`src/sv/gme_pkg.sv`:
```
// ----------------------------------------------------------------------------
// gme_pkg
// Shared types, constants and helpers for the Gram matrix engine.
// ----------------------------------------------------------------------------
package gme_pkg;

    // Default sizes, handed to the top level parameters
    localparam int MAX_ROWS_DEF   = 64;
    localparam int MAX_COLS_DEF   = 8;
    localparam int ELEM_WIDTH_DEF = 16;

    // Fixed field widths of the ports
    localparam int ROW_CNT_WIDTH   = 7;
    localparam int COL_CNT_WIDTH   = 4;
    localparam int IDX_WIDTH       = 3;
    localparam int DOT_WIDTH       = 38;
    localparam int CFG_INDEX_WIDTH = 4;
    localparam int CFG_DATA_WIDTH  = 7;

    // Register values after reset
    localparam logic [ROW_CNT_WIDTH-1:0] ROW_COUNT_RST = 7'd64;
    localparam logic [COL_CNT_WIDTH-1:0] COL_COUNT_RST = 4'd8;

    // Configuration register indexes
    typedef enum logic [CFG_INDEX_WIDTH-1:0] {
        CFG_ROW_COUNT = 4'd0,
        CFG_COL_COUNT = 4'd1
    } cfg_index_t;

    // Sequencer states
    typedef enum logic [2:0] {
        ST_LOAD,
        ST_CALC,
        ST_DRAIN,
        ST_OUT_RD,
        ST_OUT_LD
    } gme_state_t;

    // Tag that travels with each operand pair through the MAC
    typedef struct packed {
        logic valid;
        logic first;
        logic last;
    } mac_tag_t;

    // MAC status toward the sequencer
    typedef struct packed {
        logic done;
        logic busy;
    } mac_stat_t;

    // Start of row r in the packed lower triangle: r*(r+1)/2
    function automatic logic [5:0] tri_base(input logic [IDX_WIDTH-1:0] r);
        logic [5:0] res;
        case (r)
            3'd0:    res = 6'd0;
            3'd1:    res = 6'd1;
            3'd2:    res = 6'd3;
            3'd3:    res = 6'd6;
            3'd4:    res = 6'd10;
            3'd5:    res = 6'd15;
            3'd6:    res = 6'd21;
            3'd7:    res = 6'd28;
            default: res = 6'd0;
        endcase
        return res;
    endfunction

endpackage

```
`src/sv/gme_mac.sv`:
```
// ----------------------------------------------------------------------------
// gme_mac
// Shared multiply-accumulate unit: registered product, then a wrapping
// 38-bit accumulator that restarts on the first beat of each dot product.
// ----------------------------------------------------------------------------
module gme_mac #(
    parameter int ELEM_WIDTH = gme_pkg::ELEM_WIDTH_DEF
) (
    input  logic                              clk,
    input  logic                              rst_n,
    input  gme_pkg::mac_tag_t                 tag,
    input  logic signed [ELEM_WIDTH-1:0]      op_a,
    input  logic signed [ELEM_WIDTH-1:0]      op_b,
    output gme_pkg::mac_stat_t                stat,
    output logic signed [gme_pkg::DOT_WIDTH-1:0] acc
);
    import gme_pkg::*;

    localparam int PW = 2 * ELEM_WIDTH;
    localparam int XW = PW + DOT_WIDTH;

    mac_tag_t                  ptag_reg;
    logic signed [PW-1:0]      prod_reg;
    logic signed [PW-1:0]      prod_next;
    logic signed [XW-1:0]      prod_x;
    logic signed [DOT_WIDTH-1:0] prod_dw;
    logic signed [DOT_WIDTH-1:0] acc_reg;
    logic signed [DOT_WIDTH-1:0] acc_next;
    logic                      done_reg;

    // product, then sign-extend and wrap to the sum width
    assign prod_next = op_a * op_b;
    assign prod_x    = prod_reg;
    assign prod_dw   = prod_x[DOT_WIDTH-1:0];

    always_comb
    begin
        acc_next = acc_reg;
        if (ptag_reg.valid)
        begin
            acc_next = ptag_reg.first ? prod_dw : acc_reg + prod_dw;
        end
    end

    // control registers
    always_ff @(posedge clk or negedge rst_n)
    begin
        if (!rst_n)
        begin
            ptag_reg <= '0;
            done_reg <= 1'b0;
        end
        else
        begin
            ptag_reg <= tag;
            done_reg <= ptag_reg.valid & ptag_reg.last;
        end
    end

    // datapath registers
    always_ff @(posedge clk)
    begin
        prod_reg <= prod_next;
        acc_reg  <= acc_next;
    end

    assign acc       = acc_reg;
    assign stat.done = done_reg;
    assign stat.busy = ptag_reg.valid | done_reg;

endmodule

```
`config.mk`:
```
export PLATFORM = sky130hd
export DESIGN_NAME = gme_mac
export DESIGN_NICKNAME = d
export VERILOG_FILES = /design/src/sv/gme_pkg.sv /design/src/sv/gme_mac.sv
export SDC_FILE = /design/constraint.sdc
export NUM_CORES = 1
export LEC_CHECK = 0
export BUFFER_PORTS_ARGS = -buffer_cell sky130_fd_sc_hd__buf_2
export CORE_MARGIN = 2
export CORE_UTILIZATION = 30
export CTS_CLUSTER_DIAMETER = 120
export DETAILED_ROUTE_END_ITERATION = 10
export PLACE_DENSITY = 0.51
export SKIP_CTS_REPAIR_TIMING = 1
export SLEW_MARGIN = 20
export SYNTH_ARGS = -nofsm -noshare
export SYNTH_HDL_FRONTEND = slang
export SYNTH_SLANG_ARGS = --single-unit
```
`constraint.sdc`:
```
create_clock -name clk -period 2.65 [get_ports clk]
set_input_delay 0.53 -clock clk [delete_from_list [all_inputs] [get_ports clk]]
set_output_delay 0.53 -clock clk [all_outputs]
set_load 0.1 [all_outputs]
```
==> out/metrics.cfg <==
[outcome]
outcome=complete, but fails checks
violations=setup timing

[die]
die_area_mm2=0.0489
core_mm2=0.0466
die_y_um=221
die_w_um=221
io_pins=77
fp-row-count=79
initial_utilization=0.304

[sta]
setup_violations=35
layout_setup_ws_ns=-3.00
fin_skew_ns=0.00904
maxSlewHeadroom=0.624
max_freq_mhz=177
min_period_over_period=2.13
rsz0062_at_grt=yes
fin_hold_ws_ns=0.295
tightestPinTransition_ns=0.563
hold_viol=0
fin_crit_ns=5.65
drv_slew=0

[global_route]
antenna_found_initial=0
grtUsageTotal=0.150
grt_max_degree=74
grt_first_pass_wirelength_um=60700
overflow=0
grt_pass1_vias=11900

[setup_path]
crit_path_start_kind=input port
r2r_slack_ns=-0.16
r2r_start=acc[3]
worstPathRequired_ns=2.92
worst_setup_path_end_kind=register
worstReg2RegEnd=acc[33]
slowest_stage=fa_1
arrival_ns=5.92
slowest_delay_ns=0.55
crit_top_cell=fa_1
path_class=input port to register
rr_worst_depth=11
cp_max_fo=5
path_cells=buf_12 > buf_6 > and2_4 > fa_1 > inv_2 > fa_2 > fa_2 > fa_1 > inv_2 > fa_1 > inv_1 > fa_1 > inv_2 > ha_4 > a21oi_2 > o211ai_1 > o41a_1 > o211ai_1 > a31oi_1 > o21a_1 > nor2_2 > xnor2_1
crit_family=adder cells
path_buf_inv=6

[layout]
stdcell_count=2459
largest_reg_flops=38
syn2layout_area_growth_pct=32.5
antenna_cells=0
drive_gt1_frac=0.301
nets=2266

[logic_synthesis]
synthArstFlopShare=0.0541
synth_area_leaders=fa_1 37%, ha_1 11%, edfxtp_1 8.1%
syn-num-nets=1955
synth_area_mm2=0.0141
synth_top_area_cell=fa_1
synth_warnings=0
synth_edf_count=38
ys_seq_area_frac=0.133
synthDistinctLibCells=64
ys_ff_latch=74
synthCells=1536
synth_commonest_cells=302 x inv_1, 263 x fa_1, 176 x nand2_1
synth-main-ff-cell=edfxtp_1
synth_top_area_share=0.372
yosysMostFrequentCell=inv_1
synth.avg_cell_area_um2=9.21

[clock_tree]
h-tree-depth=3
cts_tree=built
clk_pin_slew_ns=0.06
cts_buffers=9
clock-sinks=74
cts-root-buf=clkbuf_16
clock_latency_ns=0.34
cts_buffer_depth=2

[route]
drc=0
wl_um=36300
via_per_inst=4.53
ant_nets=0
drtPass1Iterations=5
num_vias=11100
drtIter0Drc=406
wire_per_inst_um=14.8

[worst_hold_path]
hp-class=input port to register
holdPathStages=1
min_to=ptag_reg[1]
min_from=tag[1]

[place]
post-dp-hpwl_um=31600
post-place-ws_ns=-3.48
placed_cells=2406
gp_congestion=0.890
port_buffers=76

[job]
drv_cap=0

routing by layer:
metal | routed length [um] | vias up | global-route usage | share of wire
li1 | - | 5450 | - | -
met1 | 17400 | 5476 | 0.209 | 0.48
met2 | 17300 | 170 | 0.255 | 0.48
met3 | 1050 | 37 | 0.0104 | 0.029
met4 | 543 | 0 | 0.0325 | 0.015
met5 | 0 | - | 0 | 0
cells in the final DEF, fill, tap and decap left out, drive strengths merged, types with 7 or more instances in the layout:
cell type and n:
edfxtp 38, fa 263, inv 304, nor3 8, nor2 61, xor2 18
nand4 8, buf 342, ha 119, o211ai 11, a21o 34, nand3 12
o21bai 7, xnor2 39, a21oi 55, o21ai 68, clkbuf 21, and3 11
nand2 176, dfxtp 32, and2 130, nand2b 8, o21a 9, a211oi 12
area by class of cell:
| cell class | count | area, um^2 |
|---|---|---|
| Inverter | 302 | 1140 |
| Clock inverter | 3 | 45.0 |
| Sequential cell | 74 | 1880 |
| Tap cell | 607 | 759 |
| Clock buffer | 13 | 272 |
| Timing Repair Buffer | 351 | 2710 |
| Fill cell | 4631 | 27800 |
| Multi-Input combinational cell | 1109 | 11900 |
per-stage QoR:
step,area [um^2],utilization,TNS [ns]
2_1_floorplan,14800,-,-64.89
3_3_place_gp,17400,0.374,-73.17
3_5_place_dp,17400,0.374,-74.15
4_1_cts,17700,0.381,-64.19
5_1_grt,18700,0.403,-69.13
6_report,18700,0.403,-63.22
kinds of logic (layout without fill, tap and decap cells):
kind of cell	after synthesis	in the layout	synth area share
AO/OA/AOI/OAI	233	233	0.107
XOR/XNOR	57	57	0.0353
adder cells (fa/ha/maj)	382	382	0.478
buffers and inverters	353	669	0.0943
flip-flops	74	74	0.133
multiplexers	3	3	0.00221
AND/OR/NAND/NOR	434	434	0.151
how the worst max path moves through the flow:
stage | start | endpoint | slack (ns) | cells past startpoint
2_1_floorplan | op_b[4] | prod_reg[31] | -3.00 | 22
3_3_place_gp | op_a[12] | prod_reg[31] | -3.38 | 22
3_5_place_dp | op_a[7] | prod_reg[31] | -3.48 | 23
4_1_cts | op_a[7] | prod_reg[31] | -3.11 | 23
5_1_grt | op_a[6] | prod_reg[30] | -3.21 | 22
6_report | op_a[6] | prod_reg[30] | -3.00 | 22
Power is left out: the tool's default activity adds up to more than one toggle a clock period on the data nets, which glitch-free logic cannot reach.
